File: src/rtl/jmsr_pkg.sv
// shared types and constants for the jpeg marker stream repair unit
// no dependencies; imported by every module in rtl/
package jmsr_pkg;

    // default depth of the queue between the parser and the emitter
    localparam int CMD_DEPTH = 4;

    // parser modes
    localparam logic [2:0] M_PREFIX  = 3'd0;
    localparam logic [2:0] M_MARKER  = 3'd1;
    localparam logic [2:0] M_LEN_HI  = 3'd2;
    localparam logic [2:0] M_LEN_LO  = 3'd3;
    localparam logic [2:0] M_PAYLOAD = 3'd4;
    localparam logic [2:0] M_SCAN    = 3'd5;
    localparam logic [2:0] M_PASS    = 3'd6;
    localparam logic [2:0] M_DONE    = 3'd7;

    // status codes
    localparam logic [2:0] ST_OK        = 3'd0;
    localparam logic [2:0] ST_UNKNOWN   = 3'd1;
    localparam logic [2:0] ST_NO_PREFIX = 3'd2;
    localparam logic [2:0] ST_BAD_LEN   = 3'd3;
    localparam logic [2:0] ST_TRUNC     = 3'd4;

    // marker and fill bytes
    localparam logic [7:0] B_PREFIX = 8'hFF;
    localparam logic [7:0] B_SOI    = 8'hD8;
    localparam logic [7:0] B_DROP   = 8'hA0;
    localparam logic [7:0] B_SOF    = 8'hC0;
    localparam logic [7:0] B_DHT    = 8'hC4;
    localparam logic [7:0] B_DQT    = 8'hDB;
    localparam logic [7:0] B_SOS    = 8'hDA;
    localparam logic [7:0] B_APP    = 8'hE0;
    localparam logic [7:0] B_EOI    = 8'hD9;
    localparam logic [7:0] B_ZERO   = 8'h00;
    localparam logic [7:0] B_SOS_LEN = 8'h0C;
    localparam logic [7:0] B_SE     = 8'h3F;

    // one parsed input beat: up to four result bytes
    typedef struct packed {
        logic [3:0][7:0] bytes;     // result bytes in order
        logic [1:0]      last_idx;  // index of the final result of this beat
        logic            stat_only; // single status-only result
        logic [2:0]      status;    // status carried by the final result
        logic            end_flag;  // final result ends the stream
    } t_cmd;

endpackage

File: src/rtl/jpeg_marker_stream_repair_unit.sv
// jpeg marker stream repair unit: parser, command queue and result emitter
// a byte accepted is written into the command queue, then its first result is
// loaded into the output register, from which it can be popped
// throughput: one input byte per cycle while the queue has room; a byte with
// k results gives k output beats; the queue absorbs short bursts of up to QUEUE_DEPTH commands
// reset: synchronous active-low i_rst_n clears parser mode, queue and output
// depends on jmsr_pkg, jmsr_front, jmsr_cmd_fifo, jmsr_back
module jpeg_marker_stream_repair_unit
    import jmsr_pkg::*;
#(
    parameter int QUEUE_DEPTH = CMD_DEPTH
) (
    input  logic       i_clk,
    input  logic       i_rst_n,
    // input byte stream
    input  logic       push,
    output logic       full,
    input  logic [7:0] i_in_byte,
    input  logic       i_in_last,
    // repaired stream
    output logic       empty,
    input  logic       pop,
    output logic [7:0] o_out_byte,
    output logic       o_byte_valid,
    output logic       o_run_last,
    output logic       o_stream_end,
    output logic [2:0] o_status
);

    logic q_full, q_empty;
    logic accept;
    logic cmd_push, cmd_pop;
    t_cmd cmd_in, cmd_head;

    // a beat is taken whenever the queue has room; beats that cause no
    // result still advance the parser but push nothing
    assign full   = q_full;
    assign accept = push && !q_full;

    // front: marker parsing, length tracking, scan stuffing decisions
    jmsr_front u_front (
        .i_clk      (i_clk),
        .i_rst_n    (i_rst_n),
        .i_accept   (accept),
        .i_in_byte  (i_in_byte),
        .i_in_last  (i_in_last),
        .o_cmd_push (cmd_push),
        .o_cmd      (cmd_in)
    );

    // decoupling queue so either side can stall on its own
    jmsr_cmd_fifo #(
        .DEPTH (QUEUE_DEPTH)
    ) u_fifo (
        .i_clk   (i_clk),
        .i_rst_n (i_rst_n),
        .i_push  (cmd_push),
        .i_cmd   (cmd_in),
        .i_pop   (cmd_pop),
        .o_cmd   (cmd_head),
        .o_full  (q_full),
        .o_empty (q_empty)
    );

    // back: one result beat per cycle into the output register while it is empty or popped
    jmsr_back u_back (
        .i_clk        (i_clk),
        .i_rst_n      (i_rst_n),
        .i_cmd        (cmd_head),
        .i_cmd_valid  (!q_empty),
        .o_cmd_pop    (cmd_pop),
        .pop          (pop),
        .empty        (empty),
        .o_out_byte   (o_out_byte),
        .o_byte_valid (o_byte_valid),
        .o_run_last   (o_run_last),
        .o_stream_end (o_stream_end),
        .o_status     (o_status)
    );

endmodule

File: src/rtl/jmsr_front.sv
// parser: classifies each input byte and builds at most one command per beat
// depends on jmsr_pkg
module jmsr_front
    import jmsr_pkg::*;
(
    input  logic       i_clk,
    input  logic       i_rst_n,
    input  logic       i_accept,
    input  logic [7:0] i_in_byte,
    input  logic       i_in_last,
    output logic       o_cmd_push,
    output t_cmd       o_cmd
);

    logic [2:0]  r_mode, n_mode;
    logic        r_seg_kind, n_seg_kind;
    logic [7:0]  r_len_hi, n_len_hi;
    logic [15:0] r_remain, n_remain;
    logic [7:0]  r_held_byte, n_held_byte;
    logic        r_held_valid, n_held_valid;

    logic [2:0]  cnt;
    logic [3:0][7:0] bytes;
    logic        stat_only;
    logic [2:0]  status;
    logic        ended;
    logic        scan_cut;
    logic [15:0] len;
    logic [15:0] rem_dec;

    assign len     = {r_len_hi, i_in_byte};
    assign rem_dec = r_remain - 16'd1;

    always_comb begin
        n_mode       = r_mode;
        n_seg_kind   = r_seg_kind;
        n_len_hi     = r_len_hi;
        n_remain     = r_remain;
        n_held_byte  = r_held_byte;
        n_held_valid = r_held_valid;
        cnt          = 3'd0;
        bytes        = '0;
        stat_only    = 1'b0;
        status       = ST_OK;
        ended        = 1'b0;
        scan_cut     = 1'b0;

        case (r_mode)
            M_PREFIX: begin
                if (i_in_byte == B_PREFIX) begin
                    n_mode = M_MARKER;
                end else begin
                    cnt = 3'd1; stat_only = 1'b1; status = ST_NO_PREFIX; ended = 1'b1;
                end
            end
            M_MARKER: begin
                case (i_in_byte)
                    B_SOI: begin
                        bytes[0] = B_PREFIX; bytes[1] = B_SOI; cnt = 3'd2;
                        n_mode = M_PREFIX;
                    end
                    B_DROP: begin
                        n_mode = M_PREFIX;
                    end
                    B_SOF, B_DHT, B_DQT: begin
                        bytes[0] = B_PREFIX; bytes[1] = i_in_byte; cnt = 3'd2;
                        n_seg_kind = 1'b0;
                        n_mode = M_LEN_HI;
                    end
                    B_SOS: begin
                        bytes[0] = B_PREFIX; bytes[1] = B_SOS;
                        bytes[2] = B_ZERO;   bytes[3] = B_SOS_LEN; cnt = 3'd4;
                        n_seg_kind = 1'b1;
                        n_mode = M_LEN_HI;
                    end
                    B_APP: begin
                        bytes[0] = B_PREFIX; bytes[1] = B_APP; cnt = 3'd2;
                        n_mode = M_PASS;
                    end
                    B_EOI: begin
                        bytes[0] = B_PREFIX; bytes[1] = B_EOI; cnt = 3'd2;
                        ended = 1'b1;
                    end
                    default: begin
                        cnt = 3'd1; stat_only = 1'b1; status = ST_UNKNOWN; ended = 1'b1;
                    end
                endcase
            end
            M_LEN_HI: begin
                n_len_hi = i_in_byte;
                if (!r_seg_kind) begin
                    bytes[0] = i_in_byte; cnt = 3'd1;
                end
                n_mode = M_LEN_LO;
            end
            M_LEN_LO: begin
                if (len < 16'd2) begin
                    cnt = 3'd1; stat_only = 1'b1; status = ST_BAD_LEN; ended = 1'b1;
                end else begin
                    if (!r_seg_kind) begin
                        bytes[0] = i_in_byte; cnt = 3'd1;
                    end
                    n_remain = len - 16'd2;
                    if (n_remain != 16'd0) begin
                        n_mode = M_PAYLOAD;
                    end else if (!r_seg_kind) begin
                        n_mode = M_PREFIX;
                    end else begin
                        scan_cut = 1'b1;
                    end
                end
            end
            M_PAYLOAD: begin
                bytes[0] = i_in_byte; cnt = 3'd1;
                n_remain = rem_dec;
                if (rem_dec == 16'd0) begin
                    if (r_seg_kind) begin
                        scan_cut = 1'b1;
                    end else begin
                        n_mode = M_PREFIX;
                    end
                end
            end
            M_SCAN: begin
                if (i_in_last) begin
                    bytes[0] = B_PREFIX; bytes[1] = B_EOI; cnt = 3'd2;
                    ended = 1'b1;
                end else begin
                    if (r_held_valid) begin
                        bytes[0] = r_held_byte; cnt = 3'd1;
                        // byte stuffing
                        if (r_held_byte == B_PREFIX) begin
                            bytes[1] = B_ZERO; cnt = 3'd2;
                        end
                    end
                    n_held_byte  = i_in_byte;
                    n_held_valid = 1'b1;
                end
            end
            M_PASS: begin
                bytes[0] = i_in_byte; cnt = 3'd1;
            end
            default: begin
            end
        endcase

        // end of scan header: spectral selection tail, then scan data
        if (scan_cut) begin
            if (!i_in_last) begin
                if (cnt == 3'd0) begin
                    bytes[0] = B_ZERO; bytes[1] = B_SE; bytes[2] = B_ZERO;
                end else begin
                    bytes[1] = B_ZERO; bytes[2] = B_SE; bytes[3] = B_ZERO;
                end
                cnt = cnt + 3'd3;
            end
            n_held_valid = 1'b0;
            n_held_byte  = B_ZERO;
            n_mode       = M_SCAN;
        end

        if (r_mode != M_DONE && !ended && i_in_last) begin
            if (n_mode != M_PASS) begin
                if (cnt != 3'd0) begin
                    status = ST_TRUNC;
                end else begin
                    cnt = 3'd1; stat_only = 1'b1; status = ST_TRUNC;
                end
            end
            ended = 1'b1;
        end

        if (ended) begin
            n_mode = M_DONE;
        end
    end

    always_ff @(posedge i_clk) begin
        if (!i_rst_n) begin
            r_mode       <= M_PREFIX;
            r_seg_kind   <= 1'b0;
            r_len_hi     <= '0;
            r_remain     <= '0;
            r_held_byte  <= '0;
            r_held_valid <= 1'b0;
        end else if (i_accept) begin
            r_mode       <= n_mode;
            r_seg_kind   <= n_seg_kind;
            r_len_hi     <= n_len_hi;
            r_remain     <= n_remain;
            r_held_byte  <= n_held_byte;
            r_held_valid <= n_held_valid;
        end
    end

    assign o_cmd_push     = i_accept && (cnt != 3'd0);
    assign o_cmd.bytes    = bytes;
    assign o_cmd.last_idx = 2'(cnt - 3'd1);
    assign o_cmd.stat_only = stat_only;
    assign o_cmd.status   = status;
    assign o_cmd.end_flag = ended;

endmodule

File: src/rtl/jmsr_cmd_fifo.sv
// short register queue of parsed commands between parser and emitter
// depends on jmsr_pkg (t_cmd)
module jmsr_cmd_fifo
    import jmsr_pkg::*;
#(
    parameter int DEPTH = CMD_DEPTH
) (
    input  logic i_clk,
    input  logic i_rst_n,
    input  logic i_push,
    input  t_cmd i_cmd,
    input  logic i_pop,
    output t_cmd o_cmd,
    output logic o_full,
    output logic o_empty
);

    localparam int PW = (DEPTH > 1) ? $clog2(DEPTH) : 1;
    localparam int CW = $clog2(DEPTH + 1);

    t_cmd          r_mem [DEPTH];
    logic [PW-1:0] r_wr, r_rd;
    logic [CW-1:0] r_count;
    logic          do_push, do_pop;

    assign o_full  = (r_count == CW'(DEPTH));
    assign o_empty = (r_count == '0);
    assign do_push = i_push && !o_full;
    assign do_pop  = i_pop && !o_empty;
    assign o_cmd   = r_mem[r_rd];

    always_ff @(posedge i_clk) begin
        if (do_push) begin
            r_mem[r_wr] <= i_cmd;
        end
    end

    always_ff @(posedge i_clk) begin
        if (!i_rst_n) begin
            r_wr    <= '0;
            r_rd    <= '0;
            r_count <= '0;
        end else begin
            if (do_push) begin
                r_wr <= (r_wr == PW'(DEPTH - 1)) ? '0 : r_wr + 1'b1;
            end
            if (do_pop) begin
                r_rd <= (r_rd == PW'(DEPTH - 1)) ? '0 : r_rd + 1'b1;
            end
            if (do_push && !do_pop) begin
                r_count <= r_count + 1'b1;
            end else if (do_pop && !do_push) begin
                r_count <= r_count - 1'b1;
            end
        end
    end

endmodule

File: src/rtl/jmsr_back.sv
// emitter: expands each queued command into result beats, one per cycle while the output register is empty or popped
// depends on jmsr_pkg (t_cmd, status codes)
module jmsr_back
    import jmsr_pkg::*;
(
    input  logic       i_clk,
    input  logic       i_rst_n,
    input  t_cmd       i_cmd,
    input  logic       i_cmd_valid,
    output logic       o_cmd_pop,
    input  logic       pop,
    output logic       empty,
    output logic [7:0] o_out_byte,
    output logic       o_byte_valid,
    output logic       o_run_last,
    output logic       o_stream_end,
    output logic [2:0] o_status
);

    logic [1:0] r_idx;
    logic       r_out_valid;
    logic [7:0] r_byte;
    logic       r_byte_valid, r_run_last, r_stream_end;
    logic [2:0] r_status;
    logic       advance, is_last;

    assign advance   = i_cmd_valid && (!r_out_valid || pop);
    assign is_last   = (r_idx == i_cmd.last_idx);
    assign o_cmd_pop = advance && is_last;

    always_ff @(posedge i_clk) begin
        if (!i_rst_n) begin
            r_idx       <= '0;
            r_out_valid <= 1'b0;
        end else begin
            if (advance) begin
                r_idx       <= is_last ? 2'd0 : r_idx + 2'd1;
                r_out_valid <= 1'b1;
            end else if (pop) begin
                r_out_valid <= 1'b0;
            end
        end
    end

    always_ff @(posedge i_clk) begin
        if (advance) begin
            r_byte       <= i_cmd.stat_only ? B_ZERO : i_cmd.bytes[r_idx];
            r_byte_valid <= !i_cmd.stat_only;
            r_run_last   <= is_last;
            r_stream_end <= is_last && i_cmd.end_flag;
            r_status     <= is_last ? i_cmd.status : ST_OK;
        end
    end

    assign empty        = !r_out_valid;
    assign o_out_byte   = r_byte;
    assign o_byte_valid = r_byte_valid;
    assign o_run_last   = r_run_last;
    assign o_stream_end = r_stream_end;
    assign o_status     = r_status;

endmodule
File: config.mk
export PLATFORM = sky130hd
export DESIGN_NAME = jpeg_marker_stream_repair_unit
export DESIGN_NICKNAME = d
export VERILOG_FILES = /design/src/rtl/jmsr_pkg.sv /design/src/rtl/jpeg_marker_stream_repair_unit.sv /design/src/rtl/jmsr_front.sv /design/src/rtl/jmsr_cmd_fifo.sv /design/src/rtl/jmsr_back.sv
export SDC_FILE = /design/constraint.sdc
export NUM_CORES = 1
export LEC_CHECK = 0
export BUFFER_PORTS_ARGS = -buffer_cell sky130_fd_sc_hd__buf_2
export CAP_MARGIN = 25
export CORE_MARGIN = 8
export CORE_UTILIZATION = 50
export DETAILED_ROUTE_END_ITERATION = 6
export PLACE_DENSITY = 0.66
export REMOVE_ABC_BUFFERS = 1
export SLEW_MARGIN = 15
export SYNTH_ARGS = -nofsm -noshare
export SYNTH_HDL_FRONTEND = slang
export SYNTH_HIERARCHICAL = 1
export SYNTH_SLANG_ARGS = --single-unit
File: constraint.sdc
create_clock -name i_clk -period 14.3 [get_ports i_clk]
set_input_delay 2.86 -clock i_clk [delete_from_list [all_inputs] [get_ports i_clk]]
set_output_delay 2.86 -clock i_clk [all_outputs]
set_load 0.05 [all_outputs]
==> flow_summary_export.csv <==
group,metric,value,unit
timing,period_needed,7.121,ns
setup_path,startpoint,"i_in_byte[1]",
yosys,yosys_warnings,6,
drt,drt_iter0_drc,506,
drt,ant_nets,0,
place,hpwlAfterDp,14.19,mm
yosys,async_reset_ff_share,0,%
timing,rsz0062_at_grt,"no",
drt,dr.pass1.iters,5,
timing,max_freq,140.4,MHz
drt,drt_wl_total,21.67,mm
yosys,postSynthCellCount,768,
clocking,cts_setup_buffers,0,
timing,finalHoldViolCount,0,
setup_path,crit_required,14.72,ns
yosys,synth-seq-cells,219,
grt,grt_pass1_wl,34.59,mm
timing,fin_crit_sh,49.79,%
setup_path,crit_path_start_kind,"input pin",
grt,overflow,0,
finish,finish.utilization,55.81,%
run,cap_violations,0,
setup_path,reg2reg_from,"u_front/r_remain[0]",
floorplanning,die_area,0.02553,mm^2
yosys,ys_seq_area_share,58.86,%
yosys,synth-main-ff-cell,"edfxtp_1",
floorplanning,core,0.02023,mm^2
timing,slew_viol_final,0,
power_and_ir_drop,leakage,0.003789,uW
clocking,cts_buffer_depth,3,
clocking,clockRootBuffer,"clkbuf_16",
finish,final_common_cell,"edfxtp_1",
drt,drc,0,
clocking,cts_hold_buf,0,
setup_path,path_class,"in2reg",
timing,tightest_slew,1.024,ns
timing,slew_headroom,31.73,%
drt,wl_per_cell,20.46,um
timing,finalSetupTns,0,ns
finish,nNetsFinal,799,
timing,setup_viol,0,
drt,via_count,6332,
finish,drive_gt1_share,19.14,%
power_and_ir_drop,power.density,179.2,mW/mm^2
floorplanning,die_y,159.8,um
hold_path,hp-start,"u_fifo/r_wr[1]",
floorplanning,ios,29,
hold_path,hp-class,"reg2reg",
yosys,syn_area,0.01034,mm^2
place,finalWeightedCongestion,0.8799,
grt,grt_util_all_layers,16.68,%
finish,antennaDiodeCount,0,
clocking,tritoncts,"built",
outcome,status,"finished, final reports clean",
yosys,synth_edf_count,170,
clocking,ctsResizeCount,0,
floorplanning,die_w,159.8,um
floorplanning,rows,52,
yosys,synth_cell_types,84,
clocking,numCtsBuffers,24,
grt,antenna_found_initial,0,
grt,grt_max_degree,40,
clocking,cts_max_level,1,
yosys,syn_avg_cell_area,13.46,um^2
floorplanning,start_util,51.09,%
setup_path,endpoint_kind,"register",
clocking,clk_pin_slew,0.06,ns
setup_path,worstPathMaxFanout,11,
drt,via_per_inst,5.979,
power_and_ir_drop,ir_worst_vdd,0.08764,mV
place,port_buffers,28,
finish,syn2layout_area_growth,9.234,%
timing,fin_skew,0.02494,ns
clocking,clk_latency,0.52,ns
setup_path,cp.arrival,7.54,ns
clocking,cts_sinks,219,
finish,mostFrequentLayoutCells,"edfxtp_1 (170), nor2_1 (56), dfxtp_1 (47), nand2_1 (46), mux4_2 (44)",
grt,grt_pass1_vias,6327,
==> power by group <==
group          total, uW  internal (uW)  switching [uW]
Sequential           877            821            56.1
Combinational        569            215             354
Clock                578            345             233
Total               2020           1380             644
==> state kept, by name, indices dropped and copies added (netlist names), named ones only <==
register,count
u_front/r_mode,3
u_back/o_out_byte,8
u_back/r_idx,2
u_fifo/r_count,3
u_front/r_held_valid,1
u_back/o_stream_end,1
u_back/r_out_valid,1
u_front/r_len_hi,8
u_back/o_byte_valid,1
u_front/r_held_byte,8
u_back/o_status,3
u_fifo/r_wr,2
u_fifo/r_rd,2
u_front/r_seg_kind,1
u_fifo/r_mem,156
u_back/o_run_last,1
u_front/r_remain,16
==> metrics by stage <==
step | total power, uW | area [um^2] | hold WS [ns] | setup WS (ns) | cells
after global routing | 2123 | 11290 | 0.5313 | 6.898 | 1059
final | 2024 | 11290 | 0.5026 | 7.179 | 1059
after CTS | 2037 | 11230 | 0.4992 | 7.234 | 1056
after detailed placement | 1455 | 10490 | 0.4864 | 6.710 | 1014
after global placement | 1437 | 10490 | 0.4792 | 6.929 | 1014
after floorplan | 1298 | 9970 | 0.4567 | 7.300 | 713
==> synth_stat cells (all sizes together), types with 10 or more instances <==
| library cell | number | area share [%] |
|---|---|---|
| mux4 | 47 | 10 |
| a21oi | 24 | 1.2 |
| nor3 | 18 | 0.92 |
| nand2 | 47 | 1.7 |
| edfxtp | 170 | 49 |
| mux2i | 19 | 1.8 |
| buf | 35 | 2.6 |
| dfxtp | 49 | 9.5 |
| nor2b | 10 | 0.68 |
| ha | 12 | 1.5 |
| nor2 | 65 | 2.6 |
| nand3 | 17 | 0.82 |
| nor4 | 17 | 1.2 |
| clkbuf | 26 | 0.96 |
| a221oi | 11 | 0.93 |
| o21ai | 30 | 1.5 |
| and2 | 23 | 1.4 |
| inv | 26 | 0.94 |
==> path summary, 6_finish.rpt <==
check	cells after the start	to	slack, ns
worst max-delay path	19	u_fifo/r_count[2]	7.18
worst min-delay path	2	u_fifo/r_wr[1]	0.50
worst max register to register	18	u_fifo/r_count[2]	9.21
worst min register to register	2	u_fifo/r_wr[1]	0.50
==> logic make-up (layout without fill, tap and decap cells) <==
group | Yosys count | in the layout | share of synthesized area [%]
xor+xnor | 18 | 18 | 1.525
other cells | 1 | 8 | 0.03627
flops | 219 | 219 | 58.86
compound gates | 119 | 119 | 8.193
fa+ha+maj | 13 | 13 | 1.646
simple gates | 243 | 243 | 12.74
mux | 66 | 66 | 12.19
buf+inv | 89 | 103 | 4.804
==> worst max-delay path: stages <==
cell      delay [ns]
buf_2           0.17
inv_1           0.15
ha_1            0.25
or4b_1          0.65
o31ai_4         0.25
or4b_4          0.50
nor4_4          0.19
a32oi_2         0.14
nand2_1         0.11
a21oi_1         0.13
ha_1            0.22
a31oi_1         0.11
nor2b_1         0.43
ha_1            0.28
inv_1           0.08
fa_1            0.38
xor2_1          0.16
or3_1           0.31
a21boi_0        0.17
==> area by class of cell <==
type / instances / area, um^2
Multi-Input combinational cell: 467 / 3801
Tap cell: 270 / 337.8
Timing Repair Buffer: 34 / 222.7
Fill cell: 1631 / 8941
Sequential cell: 219 / 6088
Clock inverter: 11 / 115.1
Clock buffer: 31 / 626.9
Inverter: 27 / 101.3
==> routing by layer <==
layer | global-route usage, % | wire (um)
met4 | 5.438 | 516
met2 | 28.14 | 10520
met1 | 22.05 | 9539
met3 | 2.108 | 1093
met5 | 0 | 0
Note: power is estimated with default switching activity, not from simulation.
